==> src/sv/tafl_pkg.sv <==
// Shared constants and types for the temperature average and fire lockout controller.
// Used by tafl_div, tafl_ring, the top level and the checker. No dependencies.
package tafl_pkg;

  // default ring depth
  localparam int WINDOW_SAMPLES_DEF = 8;

  // scaling of the converter code to hundredths of a degree
  localparam int ADC_W            = 12;
  localparam int TEMP_W           = 16;
  localparam int FULL_SCALE_CENTI = 33000;
  localparam int CODE_SPAN        = 4095;

  // widths: DVD_W covers code*33000 and the window sum, DIV_W covers the sample count
  localparam int DVD_W = 28;
  localparam int DIV_W = 12;

  // timestamp and configuration
  localparam int TIME_W    = 32;
  localparam int REG_IDX_W = 2;
  localparam int CFG_W     = 32;

  localparam logic [REG_IDX_W-1:0] REG_HIGH_THR = 2'd0;
  localparam logic [REG_IDX_W-1:0] REG_LOW_THR  = 2'd1;
  localparam logic [REG_IDX_W-1:0] REG_LOCK_DUR = 2'd2;

  localparam logic [TEMP_W-1:0] HIGH_THR_RST = 16'd3000;
  localparam logic [TEMP_W-1:0] LOW_THR_RST  = 16'd1500;
  localparam logic [TIME_W-1:0] LOCK_DUR_RST = 32'd10000;

  // stream payload widths
  localparam int IN_W  = 48;
  localparam int OUT_W = 40;

  // request to the divider
  typedef struct packed {
    logic             start;
    logic [DVD_W-1:0] dividend;
    logic [DIV_W-1:0] divisor;
  } div_req_t;

  // response from the divider
  typedef struct packed {
    logic             done;
    logic [DVD_W-1:0] quotient;
  } div_rsp_t;

endpackage

==> src/sv/tafl_div.sv <==
// Restoring serial divider, one quotient bit per cycle, used for the window
// average. Depends on tafl_pkg.
module tafl_div (
  input  logic              clk,
  input  logic              rst,
  input  tafl_pkg::div_req_t req,
  output tafl_pkg::div_rsp_t rsp
);

  localparam int DvdW = tafl_pkg::DVD_W;
  localparam int DivW = tafl_pkg::DIV_W;
  localparam int CntW = $clog2(DvdW + 1);

  logic            busy;
  logic            done;
  logic [CntW-1:0] cnt;
  logic [DivW-1:0] rem;
  logic [DivW-1:0] dsr;
  logic [DvdW-1:0] dvd;

  logic [DivW:0]   trial;
  logic            fits;

  // trial subtraction for the current bit
  assign trial = {rem, dvd[DvdW-1]};
  assign fits  = (trial >= {1'b0, dsr});

  // control
  always_ff @(posedge clk) begin
    if (rst) begin
      busy <= 1'b0;
      done <= 1'b0;
      cnt  <= '0;
    end else begin
      done <= 1'b0;
      if (req.start) begin
        busy <= 1'b1;
        cnt  <= CntW'(DvdW);
      end else if (busy) begin
        cnt <= cnt - 1'b1;
        if (cnt == CntW'(1)) begin
          busy <= 1'b0;
          done <= 1'b1;
        end
      end
    end
  end

  // datapath: the dividend register fills with quotient bits from the bottom
  always_ff @(posedge clk) begin
    if (req.start) begin
      rem <= '0;
      dsr <= req.divisor;
      dvd <= req.dividend;
    end else if (busy) begin
      if (fits) begin
        rem <= DivW'(trial - {1'b0, dsr});
      end else begin
        rem <= trial[DivW-1:0];
      end
      dvd <= {dvd[DvdW-2:0], fits};
    end
  end

  assign rsp.done     = done;
  assign rsp.quotient = dvd;

endmodule

==> src/sv/tafl_ring.sv <==
// Sample ring memory: one write port, one read port with registered read data.
// Depends on tafl_pkg.
module tafl_ring #(
  parameter  int DEPTH = tafl_pkg::WINDOW_SAMPLES_DEF,
  localparam int AddrW = (DEPTH > 1) ? $clog2(DEPTH) : 1
) (
  input  logic                          clk,
  input  logic                          we,
  input  logic [AddrW-1:0]              wr_addr,
  input  logic [tafl_pkg::TEMP_W-1:0]   wr_data,
  input  logic [AddrW-1:0]              rd_addr,
  output logic [tafl_pkg::TEMP_W-1:0]   rd_data
);

  logic [tafl_pkg::TEMP_W-1:0] mem [DEPTH];

  // write port
  always_ff @(posedge clk) begin
    if (we) begin
      mem[wr_addr] <= wr_data;
    end
  end

  // registered read port
  always_ff @(posedge clk) begin
    rd_data <= mem[rd_addr];
  end

endmodule

==> src/sv/temp_average_fire_lockout_ctrl.sv <==
// Flow from input to result transaction: a fold and a scale state for the scaling, a summing
// pass of one ring entry a cycle and 28 steps of the serial divider for the average. The
// input is ready only while idle, so a new item is taken only after the last result is
// loaded into the output register; a stalled result holds the input not ready.
// Reset (rst, synchronous, active high) empties the window, clears the lockout and
// sounder, loads register defaults; ring contents stay undefined until written.
module temp_average_fire_lockout_ctrl #(
  parameter int WINDOW_SAMPLES = tafl_pkg::WINDOW_SAMPLES_DEF
) (
  input  logic                              clk,
  input  logic                              rst,
  // input stream
  input  logic                              s_tvalid,
  output logic                              s_tready,
  // adc_code[11:0], fire_a[12], fire_b[13], now_ms[45:14], zero fill [47:46]
  input  logic [tafl_pkg::IN_W-1:0]         s_tdata,
  // adc_valid[0]
  input  logic                              s_tuser,
  // result stream
  output logic                              m_tvalid,
  input  logic                              m_tready,
  // current_temp_centi[15:0], average_temp_centi[31:16], fan_on[32], heater_on[33],
  // sprinkler_a[34], sprinkler_b[35], buzzer_level[36], fire_locked[37], zero fill [39:38]
  output logic [tafl_pkg::OUT_W-1:0]        m_tdata,
  // configuration writes
  input  logic                              cfg_valid,
  output logic                              cfg_ready,
  input  logic [tafl_pkg::REG_IDX_W-1:0]    cfg_index,
  input  logic [tafl_pkg::CFG_W-1:0]        cfg_data
);

  localparam int DvdW  = tafl_pkg::DVD_W;
  localparam int DivW  = tafl_pkg::DIV_W;
  localparam int TempW = tafl_pkg::TEMP_W;
  localparam int TimeW = tafl_pkg::TIME_W;
  localparam int AdcW  = tafl_pkg::ADC_W;
  localparam int FoldW = TempW + 1;
  localparam int AddrW = (WINDOW_SAMPLES > 1) ? $clog2(WINDOW_SAMPLES) : 1;
  localparam int CntW  = $clog2(WINDOW_SAMPLES + 1);
  localparam int SumW  = TempW + CntW;

  // sequencer states
  localparam logic [2:0] ST_IDLE     = 3'd0;
  localparam logic [2:0] ST_FOLD     = 3'd1;
  localparam logic [2:0] ST_SCALE    = 3'd2;
  localparam logic [2:0] ST_SUM      = 3'd3;
  localparam logic [2:0] ST_AVG_GO   = 3'd4;
  localparam logic [2:0] ST_AVG_WAIT = 3'd5;
  localparam logic [2:0] ST_FIN      = 3'd6;

  logic [2:0]       state;

  // configuration registers
  logic [TempW-1:0] high_thr;
  logic [TempW-1:0] low_thr;
  logic [TimeW-1:0] lock_dur;

  // window bookkeeping
  logic [AddrW-1:0] write_slot;
  logic [CntW-1:0]  held;
  logic [CntW-1:0]  sum_idx;
  logic [SumW-1:0]  sum;

  // lockout state
  logic             locked;
  logic [TimeW-1:0] last_fire;
  logic             sounder;

  // per-item registers
  logic [DvdW-1:0]  prod;
  logic [TempW-1:0] scale_q;
  logic [FoldW-1:0] scale_r;
  logic [TempW-1:0] cur;
  logic [TempW-1:0] avg;
  logic             spa;
  logic             spb;

  // scaling result
  logic [AdcW:0]    scale_z;
  logic [TempW-1:0] scale_res;

  // input field views
  logic [AdcW-1:0]  in_code;
  logic             in_fa;
  logic             in_fb;
  logic [TimeW-1:0] in_now;
  logic             in_acc;

  logic             locked_next;
  logic             sounder_next;
  logic [TimeW-1:0] elapsed;

  tafl_pkg::div_req_t div_req;
  tafl_pkg::div_rsp_t div_rsp;

  logic             ring_we;
  logic [AddrW-1:0] ring_rd_addr;
  logic [TempW-1:0] ring_rd_data;

  logic             out_load;
  logic             fan;
  logic             heat;

  assign in_code = s_tdata[11:0];
  assign in_fa   = s_tdata[12];
  assign in_fb   = s_tdata[13];
  assign in_now  = s_tdata[45:14];

  assign s_tready  = (state == ST_IDLE);
  assign in_acc    = s_tvalid && s_tready;
  assign cfg_ready = 1'b1;

  // configuration write decode
  always_ff @(posedge clk) begin
    if (rst) begin
      high_thr <= tafl_pkg::HIGH_THR_RST;
      low_thr  <= tafl_pkg::LOW_THR_RST;
      lock_dur <= tafl_pkg::LOCK_DUR_RST;
    end else if (cfg_valid && cfg_ready) begin
      unique case (cfg_index)
        tafl_pkg::REG_HIGH_THR: high_thr <= cfg_data[TempW-1:0];
        tafl_pkg::REG_LOW_THR:  low_thr  <= cfg_data[TempW-1:0];
        tafl_pkg::REG_LOCK_DUR: lock_dur <= cfg_data[TimeW-1:0];
        default: ;
      endcase
    end
  end

  // lockout decision for the item being accepted
  assign elapsed = in_now - last_fire;

  always_comb begin
    locked_next = locked;
    if (in_fa || in_fb) begin
      locked_next = 1'b1;
    end else if (locked && (elapsed >= lock_dur)) begin
      locked_next = 1'b0;
    end
    sounder_next = locked_next ? ~sounder : 1'b0;
  end

  always_ff @(posedge clk) begin
    if (rst) begin
      locked    <= 1'b0;
      sounder   <= 1'b0;
      last_fire <= '0;
    end else if (in_acc) begin
      locked  <= locked_next;
      sounder <= sounder_next;
      if (in_fa || in_fb) begin
        last_fire <= in_now;
      end
    end
  end

  // item capture: scaled product and sprinkler drive
  always_ff @(posedge clk) begin
    if (in_acc) begin
      prod <= s_tuser ? DvdW'(in_code) * DvdW'(tafl_pkg::FULL_SCALE_CENTI) : '0;
      spa  <= locked_next && in_fa;
      spb  <= locked_next && in_fb;
    end
  end

  // division by the code span 2^12-1: fold the high part onto the low part twice,
  // then one compare settles the last step
  always_ff @(posedge clk) begin
    if (state == ST_FOLD) begin
      scale_q <= prod[DvdW-1:AdcW];
      scale_r <= FoldW'(prod[DvdW-1:AdcW]) + FoldW'(prod[AdcW-1:0]);
    end
  end

  assign scale_z   = (AdcW+1)'(scale_r[FoldW-1:AdcW]) + (AdcW+1)'(scale_r[AdcW-1:0]);
  assign scale_res = scale_q + TempW'(scale_r[FoldW-1:AdcW])
                   + TempW'(scale_z >= (AdcW+1)'(tafl_pkg::CODE_SPAN));

  // divider requests for the average
  always_comb begin
    div_req.start    = (state == ST_AVG_GO);
    div_req.dividend = DvdW'(sum);
    div_req.divisor  = DivW'(held);
  end

  tafl_div u_div (
    .clk (clk),
    .rst (rst),
    .req (div_req),
    .rsp (div_rsp)
  );

  assign ring_we      = (state == ST_SCALE);
  assign ring_rd_addr = sum_idx[AddrW-1:0];

  tafl_ring #(
    .DEPTH (WINDOW_SAMPLES)
  ) u_ring (
    .clk     (clk),
    .we      (ring_we),
    .wr_addr (write_slot),
    .wr_data (scale_res),
    .rd_addr (ring_rd_addr),
    .rd_data (ring_rd_data)
  );

  // sequencer
  always_ff @(posedge clk) begin
    if (rst) begin
      state      <= ST_IDLE;
      write_slot <= '0;
      held       <= '0;
      sum_idx    <= '0;
    end else begin
      unique case (state)
        ST_IDLE: begin
          if (in_acc) begin
            state <= ST_FOLD;
          end
        end
        ST_FOLD: begin
          state <= ST_SCALE;
        end
        ST_SCALE: begin
          write_slot <= (write_slot == AddrW'(WINDOW_SAMPLES - 1)) ? '0 : write_slot + 1'b1;
          if (held != CntW'(WINDOW_SAMPLES)) begin
            held <= held + 1'b1;
          end
          sum_idx <= '0;
          state   <= ST_SUM;
        end
        ST_SUM: begin
          if (sum_idx == held) begin
            state <= ST_AVG_GO;
          end else begin
            sum_idx <= sum_idx + 1'b1;
          end
        end
        ST_AVG_GO: begin
          state <= ST_AVG_WAIT;
        end
        ST_AVG_WAIT: begin
          if (div_rsp.done) begin
            state <= ST_FIN;
          end
        end
        ST_FIN: begin
          if (out_load) begin
            state <= ST_IDLE;
          end
        end
        default: state <= ST_IDLE;
      endcase
    end
  end

  // datapath registers along the sequence
  always_ff @(posedge clk) begin
    if (ring_we) begin
      cur <= scale_res;
      sum <= '0;
    end else if (state == ST_SUM && sum_idx != '0) begin
      sum <= sum + SumW'(ring_rd_data);
    end
    if (state == ST_AVG_WAIT && div_rsp.done) begin
      avg <= div_rsp.quotient[TempW-1:0];
    end
  end

  // thermostat decision, the fan test wins
  assign fan  = (avg > high_thr);
  assign heat = !fan && (avg < low_thr);

  // output register
  assign out_load = (state == ST_FIN) && (!m_tvalid || m_tready);

  always_ff @(posedge clk) begin
    if (rst) begin
      m_tvalid <= 1'b0;
    end else if (out_load) begin
      m_tvalid <= 1'b1;
    end else if (m_tready) begin
      m_tvalid <= 1'b0;
    end
  end

  always_ff @(posedge clk) begin
    if (out_load) begin
      m_tdata <= {2'b00, locked, sounder, spb, spa, heat, fan, avg, cur};
    end
  end

endmodule

==> config.mk <==
export PLATFORM = sky130hd
export DESIGN_NAME = temp_average_fire_lockout_ctrl
export DESIGN_NICKNAME = d
export VERILOG_FILES = /design/src/sv/tafl_pkg.sv /design/src/sv/tafl_div.sv /design/src/sv/tafl_ring.sv /design/src/sv/temp_average_fire_lockout_ctrl.sv
export SDC_FILE = /design/constraint.sdc
export NUM_CORES = 1
export LEC_CHECK = 0
export CAP_MARGIN = 10
export CORE_AREA = 2 2 231 233
export DETAILED_ROUTE_END_ITERATION = 10
export DIE_AREA = 0 0 233 235
export DONT_BUFFER_PORTS = 1
export PLACE_DENSITY_LB_ADDON = 0.12
export SKIP_LAST_GASP = 1
export SLEW_MARGIN = 0
export SYNTH_ARGS = -nofsm -noshare
export SYNTH_HDL_FRONTEND = slang
export SYNTH_SLANG_ARGS = --single-unit
==> constraint.sdc <==
create_clock -name clk -period 6.4 [get_ports clk]
set_input_delay 0.64 -clock clk [delete_from_list [all_inputs] [get_ports clk]]
set_output_delay 0.64 -clock clk [all_outputs]
set_load 0.03 [all_outputs]
# Yosys cells after proc, flatten, opt, wreduce, memory -nomap -nowiden

Memory sizes are Yosys's and may differ from the RTL's. A register that Yosys moved wholly into a read port is not among the register bits.
Cells that the tools add are included.

Logic and storage cells: 117
Flip-flop bits (word level): 317
Input bits: 88
Output and inout port bits: 43
Memory bits (writable): 128
Memories kept: 1

Memory list:

| memory     | words | bits a word | read ports | clocked after Yosys merged registers in | write ports | RTL line        | RTL |
|---|---|---|---|---|---|---|---|
| u_ring.mem | 8     | 16          | 1          | 1                                       | 1           | tafl_ring.sv:15 | `logic [tafl_pkg::TEMP_W-1:0] mem [DEPTH];` |

Muxes and demuxes: 24
Equality and inequality tests: 17
Multipliers: 1
Bitwise operators: 2
Reduce and logical (&&, ||, !) cells: 27
$add $sub $neg: 11
$lt $le $gt $ge: 5

Operator list:

| cell                   | number |
|---|---|
| $mux 20                | 2 |
| $ge 32x32->1           | 1 |
| $sub 32x32->32         | 1 |
| $mul 12x13->25 const B | 1 |
| $pmux 3 s7             | 1 |
| $add 20x16->20         | 1 |
| $add 16x12->17         | 1 |
| $add 16x1->16          | 1 |
| $add 16x5->16          | 1 |
| $gt 16x16->1           | 1 |
| $lt 16x16->1           | 1 |
| $mux 3                 | 5 |
| $add 5x12->13          | 1 |
| $ge 13x12->1 const B   | 1 |
| $ge 13x4->1            | 1 |
| $eq 3x3->1 const B     | 4 |
| $mux 12                | 1 |
| $reduce_and 2->1       | 6 |
| $sub 12x4->12          | 1 |
| $mux 1                 | 11 |
| $mux 5                 | 2 |
| $add 4x1->4 const B    | 2 |
| $logic_and 1x1->1      | 8 |
| $pmux 4 s2             | 1 |
| other kinds (22)       | 31 |

# Longest topological paths before layout

Gate-level depths: netlist of run 1.

Depth in word-level cells: 6
Depth in mapped cells: 23
Gate-level depth less buffers: 23

# Modules after synthesis

Synthesis of run 1 repeated with hierarchy kept, for this count alone.

Cell total of the unflattened synthesis: 2172
Area total of the unflattened synthesis: 24414.7 sq um

Modules (own cells, without submodules):

| module                         | cells an instance | times used | area each (sq um) | sequential area each (sq um) |
|---|---|---|---|---|
| temp_average_fire_lockout_ctrl | 1701              | 1          | 16035.4           | 6476.2 |
| tafl_ring                      | 214               | 1          | 5293.8            | 4164.0 |
| tafl_div                       | 257               | 1          | 3085.5            | 1581.5 |

# Least setup slack after synthesis of run 1

Ideal clock, no wire load.

Kind: input -> register
Start point: input port s_tdata[3] in the netlist's numbering
End point: register prod[24], data pin
Stages on the path: 17
Path buffers: 0
Arrival time: 4695 ps
Required time: 6139 ps
Library setup time: 261 ps
Slack: 1444 ps
Cells stage by stage: fa_1 -> ha_1 -> ha_1 -> inv_1 -> fa_1 -> fa_1 -> inv_1 -> ha_1 -> nor2b_1 -> o21ai_0 -> nand2b_1 -> a21oi_1 -> o21ai_0 -> a211oi_1 -> nor3b_1 -> mux2i_1 -> a311o_1

Cells in the longest elaborated chain, start to end: 1

Ends and longest elaborated chain:

| what                   | RTL line                              | RTL |
|---|---|---|
| start: declaration     | temp_average_fire_lockout_ctrl.sv:16  | `input logic [tafl_pkg::IN_W-1:0] s_tdata,` |
| $mul 12x13->25         | temp_average_fire_lockout_ctrl.sv:159 | `prod <= s_tuser ? DvdW'(in_code) * DvdW'(tafl_pkg::FULL_SCALE_CENTI) : '0;` |
| end signal: assignment | temp_average_fire_lockout_ctrl.sv:159 |  |
| end: declaration       | temp_average_fire_lockout_ctrl.sv:70  | `logic [DvdW-1:0] prod;` |

Every way passes these cells.
A chain may end at the register's enable or synchronous reset.

# Worst setup path after layout of run 1

Start point: register scale_q[0]
End point: memory u_ring.mem[6][14] in the netlist's numbering, data pin

Cells in the longest elaborated chain, start to end: 2

Ends and longest elaborated chain:

| what                     | RTL line                              | RTL |
|---|---|---|
| start: declaration       | temp_average_fire_lockout_ctrl.sv:71  | `logic [TempW-1:0] scale_q;` |
| start signal: assignment | temp_average_fire_lockout_ctrl.sv:169 | `scale_q <= prod[DvdW-1:AdcW];` |
| $add 16x5->16            | temp_average_fire_lockout_ctrl.sv:175 | `assign scale_res = scale_q + TempW'(scale_r[FoldW-1:AdcW])` |
| $add 16x1->16            | temp_average_fire_lockout_ctrl.sv:176 | `+ TempW'(scale_z >= (AdcW+1)'(tafl_pkg::CODE_SPAN));` |
| named net scale_res[14]  | temp_average_fire_lockout_ctrl.sv:80  | `logic [TempW-1:0] scale_res;` |
| end: declaration         | tafl_ring.sv:15                       |  |

The timed path passes the listed nets, and every way through them passes these cells.

==> impl_metrics.csv, run 1 <==
group,metric,value,unit
global_routing,grt.overflow.total,0,
clock_tree,postCtsResizedCells,0,
routing,routed-wl-met2,23.62,mm
clock_tree,numCtsBuffers,49,
routing,wl,49.83,mm
die,rows,84,
worst_setup_path,crit_chain,"ha_1 > fa_1 > a21o_1 > a21oi_1 > mux2_2 > a222oi_1 > inv_1 > fa_1 > fa_1 > a21oi_1 > nor2_1 > nor2_1 > nor2b_1 > o21ai_0 > or2_2 > nor2_1 > xor2_1",
worst_setup_path,cp_slowest_cell,"xor2_1",
worst_setup_path,cp-start-kind,"flip-flop",
hold_path,hold_class,"in2reg",
timing,fin_crit,5.008,ns
routing,drtAntennaViolNets,0,
routing,wl_per_cell,17.39,microns
die,fp.dieW,233,microns
logic_synthesis,ys_ff_latch,455,
timing,hold_violations,0,
routing,dr_total_vias,14930,
timing,maxSlewViolCount,0,
global_routing,grt_max_degree,121,
clock_tree,cts-root-buf,"clkbuf_16",
logic_synthesis,yosysTopAreaCellShare,35.97,%
worst_setup_path,cp_data_required_time,6.70,ns
die,die-area,54760,sq um
cells_and_area,nNetsFinal,2461,
logic_synthesis,synth_area_leaders,"edfxtp_1 36%, dfxtp_1 15%, ha_1 11%",
worst_setup_path,worstPathArrival,5.31,ns
logic_synthesis,ys_seq_area_share,51.10,%
placed_design,dpl.hpwl,34.77,mm
clock_tree,cts.sinks,455,
logic_synthesis,yosysMostFrequentCell,"nand2_1",
timing,slew_headroom,19.39,%
routing,wl_met1,22.92,mm
logic_synthesis,synth-main-ff-cell,"edfxtp_1",
logic_synthesis,synthesis.area,23290,sq um
routing,drt-pass1-iter-count,5,
clock_tree,insertion_delay,0.61,ns
routing,drt_iter0_markers,832,
clock_tree,cts_tree,"yes",
run_status,status,"finished, final reports clean",
timing,fin_worst_skew,0.02592,ns
cells_and_area,syn_to_final_growth,11.04,%
power_and_ir_drop,peakVddDrop,0.0002356,V
logic_synthesis,synth_area_leader_cell,"edfxtp_1",
clock_tree,clk_pin_slew,0.06,ns
power_and_ir_drop,p_leak,9.930,nW
worst_setup_path,critPathKind,"reg2reg",
global_routing,antenna_found_initial,1,
power_and_ir_drop,power.density,342.0,nW/um^2
logic_synthesis,netlist_top_cells_count,"302 x nand2_1, 279 x edfxtp_1, 215 x inv_1, 205 x ha_1, 182 x a21oi_1",
routing,viasPerCell,5.212,
clock_tree,post_cts_buffers,0,
logic_synthesis,synth_edf_count,279,
cells_and_area,drive_above_1_share,8.085,%
logic_synthesis,synth_cells,2133,
placed_design,gp_congestion,0.8300,
timing,fmax,199.7,MHz
timing,tightest_slew,1.205,ns
timing,finalSetupViolCount,0,
worst_setup_path,cp_top_family,"adder cells",
timing,period_share,78.24,%
logic_synthesis,yosysWarnings,0,
global_routing,grt_util_all_layers,18.34,%
die,ios,131,
worst_setup_path,cp-end-kind,"flip-flop",
die,core,52240,sq um
clock_tree,htreeDepth,2,
timing,rsz0062_at_grt,"false",
die,start_util,44.59,%
placed_design,portBuffers,0,
cells_and_area,n_antenna_cell,0,
timing,setup_tns,0,ns
routing,maxUsedRoutingLayer,"met4",
logic_synthesis,syn_area_per_cell,10.92,sq um
logic_synthesis,synth_cell_types,73,
worst_setup_path,critical_path.max_stage_delay,0.60,ns
clock_tree,cts_hold_buf,0,
routing,route.met3.wl,2.471,mm
worst_setup_path,path_max_fanout,9,
routing,drcViolationCount,0,
timing,hold_ws,0.1259,ns
global_routing,grt_pass1_vias,14710,
logic_synthesis,async_flop_share,0,%
global_routing,grt_pass1_wl,79.50,mm
job,cap_violations,0,
clock_tree,cts_buffer_depth,3,
die,fp.dieH,235,microns
worst_setup_path,path_buf_inv,1,
-- cell type report --
cell class	count	area [sq um]
fillers	4666	26370
flip-flops and latches	455	11900
multi-input cells	1394	10400
clock buffers	75	1429
well taps	688	860.8
inverters	215	807.0
clock inverters	17	306.5
repair buffers	21	157.7
-- stage by stage --
step	util, %	cells	setup slack (ns)	total power [W]	area (sq um)
floorplan	-	2134	1.444	0.005387	23300
global placement	46.19	2773	0.9694	0.005867	24130
detailed placement	46.19	2773	0.9976	0.005921	24130
CTS	49.52	2865	1.409	0.008964	25860
global route	49.52	2865	1.107	0.009373	25860
finish	49.52	2865	1.392	0.008847	25860
-- where the power goes --
group	switching, W	total [W]	internal (W)
registers	0.000199	0.00382	0.00362
clock network	0.00120	0.00300	0.00180
logic	0.00119	0.00204	0.000841
-- final timing paths --
path,slack [ns],to,cells after the start,from
setup reg to reg,1.39,u_ring.mem[6][14],17,scale_q[0]
setup / recovery,1.39,u_ring.mem[6][14],17,scale_q[0]
hold / removal,0.13,high_thr[2],1,rst
hold reg to reg,0.42,m_tdata[3],0,cur[3]
-- kinds of logic after synthesis --
logic type	synth area share [%]
buf+inv	4.641
simple gates	12.29
flops	51.10
other cells	0.03224
fa+ha+maj	13.76
compound gates	9.803
xor+xnor	3.647
mux	4.732
-- placed cells by master (no fill, tap or decap), drive strengths merged, types with 13 or more instances in the layout --
cell type	instances
and2	17
mux2i	19
a21o	40
nand3b	13
buf	21
nand3	19
dfxtp	176
nand4	22
mux2	17
mux4	32
a21oi	182
fa	32
nor2b	23
edfxtp	279
ha	205
clkbuf	75
xor2	30
nand2	302
inv	216
nor2	109
nand2b	23
o21ai	58
a211o	15
nor3	27
xnor2	67
-- routing by layer --
layer  GRT usage, %  vias to the layer above
li1               -                     7468
met4          3.937                        0
met1          24.65                     7140
met2          30.67                      267
met3          3.604                       56
met5              0                        -
-- worst register-to-register path, cell delays in order, from the launching register on --
cell and delay [ns]:
edfxtp_1 0.43, ha_1 0.26, fa_1 0.41, a21o_1 0.20, a21oi_1 0.20, mux2_2 0.36, a222oi_1 0.21, inv_1 0.10
fa_1 0.41, fa_1 0.41, a21oi_1 0.15, nor2_1 0.05, nor2_1 0.14, nor2b_1 0.07, o21ai_0 0.42, or2_2 0.24
nor2_1 0.06, xor2_1 0.60
-- state kept, by name (all words and copies together), names as in the netlist, 3 cells and up --
register        cells
u_ring.mem        128
m_tdata            38
last_fire          32
lock_dur           32
u_div.dvd          28
prod               25
sum                20
avg                16
cur                16
high_thr           16
low_thr            16
scale_q            16
u_ring.rd_data     16
scale_r            14
u_div.rem          12
u_div.cnt           5
held                4
sum_idx             4
u_div.dsr           4
state               3
write_slot          3
Note: power is estimated with default switching activity, not from simulation.
==> run 2: changes to the inputs <==
==> constraint.sdc (replaced) <==
create_clock -name clk -period 4.9 [get_ports clk]
set_input_delay 0.49 -clock clk [delete_from_list [all_inputs] [get_ports clk]]
set_output_delay 0.49 -clock clk [all_outputs]
set_load 0.03 [all_outputs]
==> run 2 against run 1 <==
Compared with the run above:
- core utilization up 1.2 points
- first-iteration DRC count is 1.3% lower
- sequential cell count is the same
- sequential share of layout area is 1.1 points lower
- via count increased by 1.9%
- combinational power is 35% higher
- non-clock buffer count increased by 60
- register-to-register slack worse by 1.0 ns
- cell count increased by 2.2%
- sequential power grew 31%
- fmax rose by 11%
- critical path depth increased by 1
==> impl_metrics.csv, run 2 (synthesis results as in run 1) <==
group,metric,value,unit
run_status,status,"finished, final reports clean",
clock_tree,htreeDepth,2,
power_and_ir_drop,comb_power_share,23.6,%
worst_setup_path,cp_slowest_cell,"edfxtp_1",
die,core,52240,sq um
cells_and_area,stdcell_area,26490,sq um
worst_setup_path,worstPathArrival,4.92,ns
power_and_ir_drop,power.density,441.6,nW/um^2
power_and_ir_drop,switching_power,0.003470,W
power_and_ir_drop,peakVddDrop,0.0002805,V
timing,hold_ws,0.03237,ns
die,ios,131,
worst_setup_path,path_buf_inv,2,
cells_and_area,multiInputGateArea,10420,sq um
global_routing,antenna_found_initial,1,
placed_design,gp_congestion,0.8429,
cells_and_area,nNetsFinal,2522,
global_routing,grt.overflow.total,0,
die,start_util,44.59,%
placed_design,place_inst,2785,
power_and_ir_drop,internal_power,0.008228,W
power_and_ir_drop,total_power,0.01170,W
cells_and_area,regArea,11900,sq um
timing,slew_headroom,22.34,%
global_routing,grt_max_degree,119,
global_routing,grt_util_all_layers,19.13,%
timing,rsz0062_at_grt,"false",
clock_tree,post_cts_buffers,0,
routing,wl_per_cell,17.65,microns
cells_and_area,mostFrequentLayoutCells,"302 x nand2_1, 279 x edfxtp_1, 215 x inv_1",
power_and_ir_drop,power.share.clock,33.7,%
worst_setup_path,cp_top_family,"adder cells",
clock_tree,cts_buffer_depth,3,
timing,worst_slack,0.3696,ns
power_and_ir_drop,swShare,29.66,%
placed_design,portBuffers,0,
timing,fmax,220.7,MHz
die,fp.dieW,233,microns
worst_setup_path,cp-start-kind,"flip-flop",
die,die-area,54760,sq um
routing,dr_total_vias,15210,
timing,tightest_slew,1.161,ns
worst_setup_path,critPathKind,"reg2reg",
cells_and_area,drive_above_1_share,8.486,%
cells_and_area,regMostFlops,"u_ring.mem",
cells_and_area,top_regs,"u_ring.mem x128, m_tdata x38",
placed_design,pre_cts_slack,-0.1443,ns
hold_path,hold_class,"in2reg",
timing,fin_worst_skew,0.06577,ns
timing,period_share,92.46,%
timing,fin_crit,4.530,ns
clock_tree,clk_pin_slew,0.06,ns
placed_design,dpl-instance-area,24200,sq um
cells_and_area,largest_reg_flops,128,
clock_tree,cts.sinks,455,
routing,drcViolationCount,0,
routing,drt_iter0_markers,821,
worst_setup_path,cp_data_required_time,5.28,ns
cells_and_area,layout_commonest_cell,"nand2_1",
power_and_ir_drop,seq_power_share,42.7,%
clock_tree,cts_tree,"yes",
cells_and_area,finalNonFillerCells,2929,
clock_tree,cts-root-buf,"clkbuf_16",
timing,maxSlewViolCount,0,
worst_setup_path,critical_path.max_stage_delay,0.43,ns
cells_and_area,fillers,4637,
timing,hold_violations,0,
global_routing,grt_pass1_vias,15410,
power_and_ir_drop,p_leak,10.21,nW
worst_setup_path,cp-end-kind,"flip-flop",
routing,drtAntennaViolNets,0,
routing,wl,51.71,mm
worst_setup_path,crit_chain,"ha_1 > fa_1 > a21o_1 > a21oi_1 > mux2_2 > a222oi_1 > inv_1 > fa_1 > fa_1 > a21oi_1 > nor2_1 > nor2_1 > nor2b_1 > o21ai_0 > buf_4 > or2_2 > nor2_1 > xor2_2",
routing,drt-pass1-iter-count,5,
worst_setup_path,path_max_fanout,9,
global_routing,grt_pass1_wl,82.94,mm
clock_tree,insertion_delay,0.63,ns
placed_design,dpl.hpwl,35.53,mm
job,cap_violations,0,
cells_and_area,syn_to_final_growth,13.72,%
routing,viasPerCell,5.193,
die,fp.dieH,235,microns
die,rows,84,
timing,finalSetupViolCount,0,
clock_tree,numCtsBuffers,50,
[run 2: changes by cell type in the layout (fill, tap and decap cells not counted), sizes merged]
cell | before | now
clkinv | 8 | 25
diode | 0 | 2
clkinvlp | 2 | 1
clkbuf | 75 | 59
bufinv | 6 | 8
dlygate4sd3 | 0 | 47
buf | 21 | 34
[run 2: routing by layer]
| layer | up-vias | track usage [%] | part of all wire, % |
|---|---|---|---|
| li1 | 7582 | - | - |
| met4 | 0 | 5.076 | 2.3 |
| met2 | 266 | 32.58 | 48 |
| met3 | 79 | 3.519 | 4.2 |
| met1 | 7283 | 24.96 | 46 |
| met5 | - | 0 | 0 |
[run 2: worst paths after layout]
kind | cells after the start | endpoint | startpoint | slack [ns]
min | 2 | high_thr[13] | cfg_data[13] | 0.03
max reg2reg | 18 | u_ring.mem[2][12] | scale_q[0] | 0.37
max | 18 | u_ring.mem[2][12] | scale_q[0] | 0.37
min reg2reg | 0 | m_tdata[34] | spa | 0.42
[run 2: final cells by class]
cell class / count / area share, %
Timing Repair Buffer: 81 / 2.815
Sequential cell: 455 / 44.94
Inverter: 215 / 3.047
Antenna cell: 2 / 0.01889
Clock buffer: 59 / 4.927
Multi-Input combinational cell: 1394 / 39.32
Clock inverter: 35 / 1.682
Tap cell: 688 / 3.250
[run 2: power by group through the flow]
stage	clock, W	sequential, W	combinational [W]
final	0.00394	0.00499	0.00276
after global routing	0.00420	0.00504	0.00316
after CTS	0.00406	0.00500	0.00279
after detailed placement	0	0.00507	0.00270
after global placement	0	0.00506	0.00265
after floorplan	0	0.00496	0.00208
[run 2: stage by stage]
stage	utilization (%)	setup TNS (ns)
CTS	50.63	0
finish	50.71	0
floorplan	-	0
detailed placement	46.33	-0.3309
global route	50.70	0
global placement	46.33	-0.2021
[run 2: what timing repair did]
action	CTS	global route
hold endpoints to repair	120	0
gates resized for setup	0	4
endpoints found under the setup margin	0	27
hold buffers	48	0
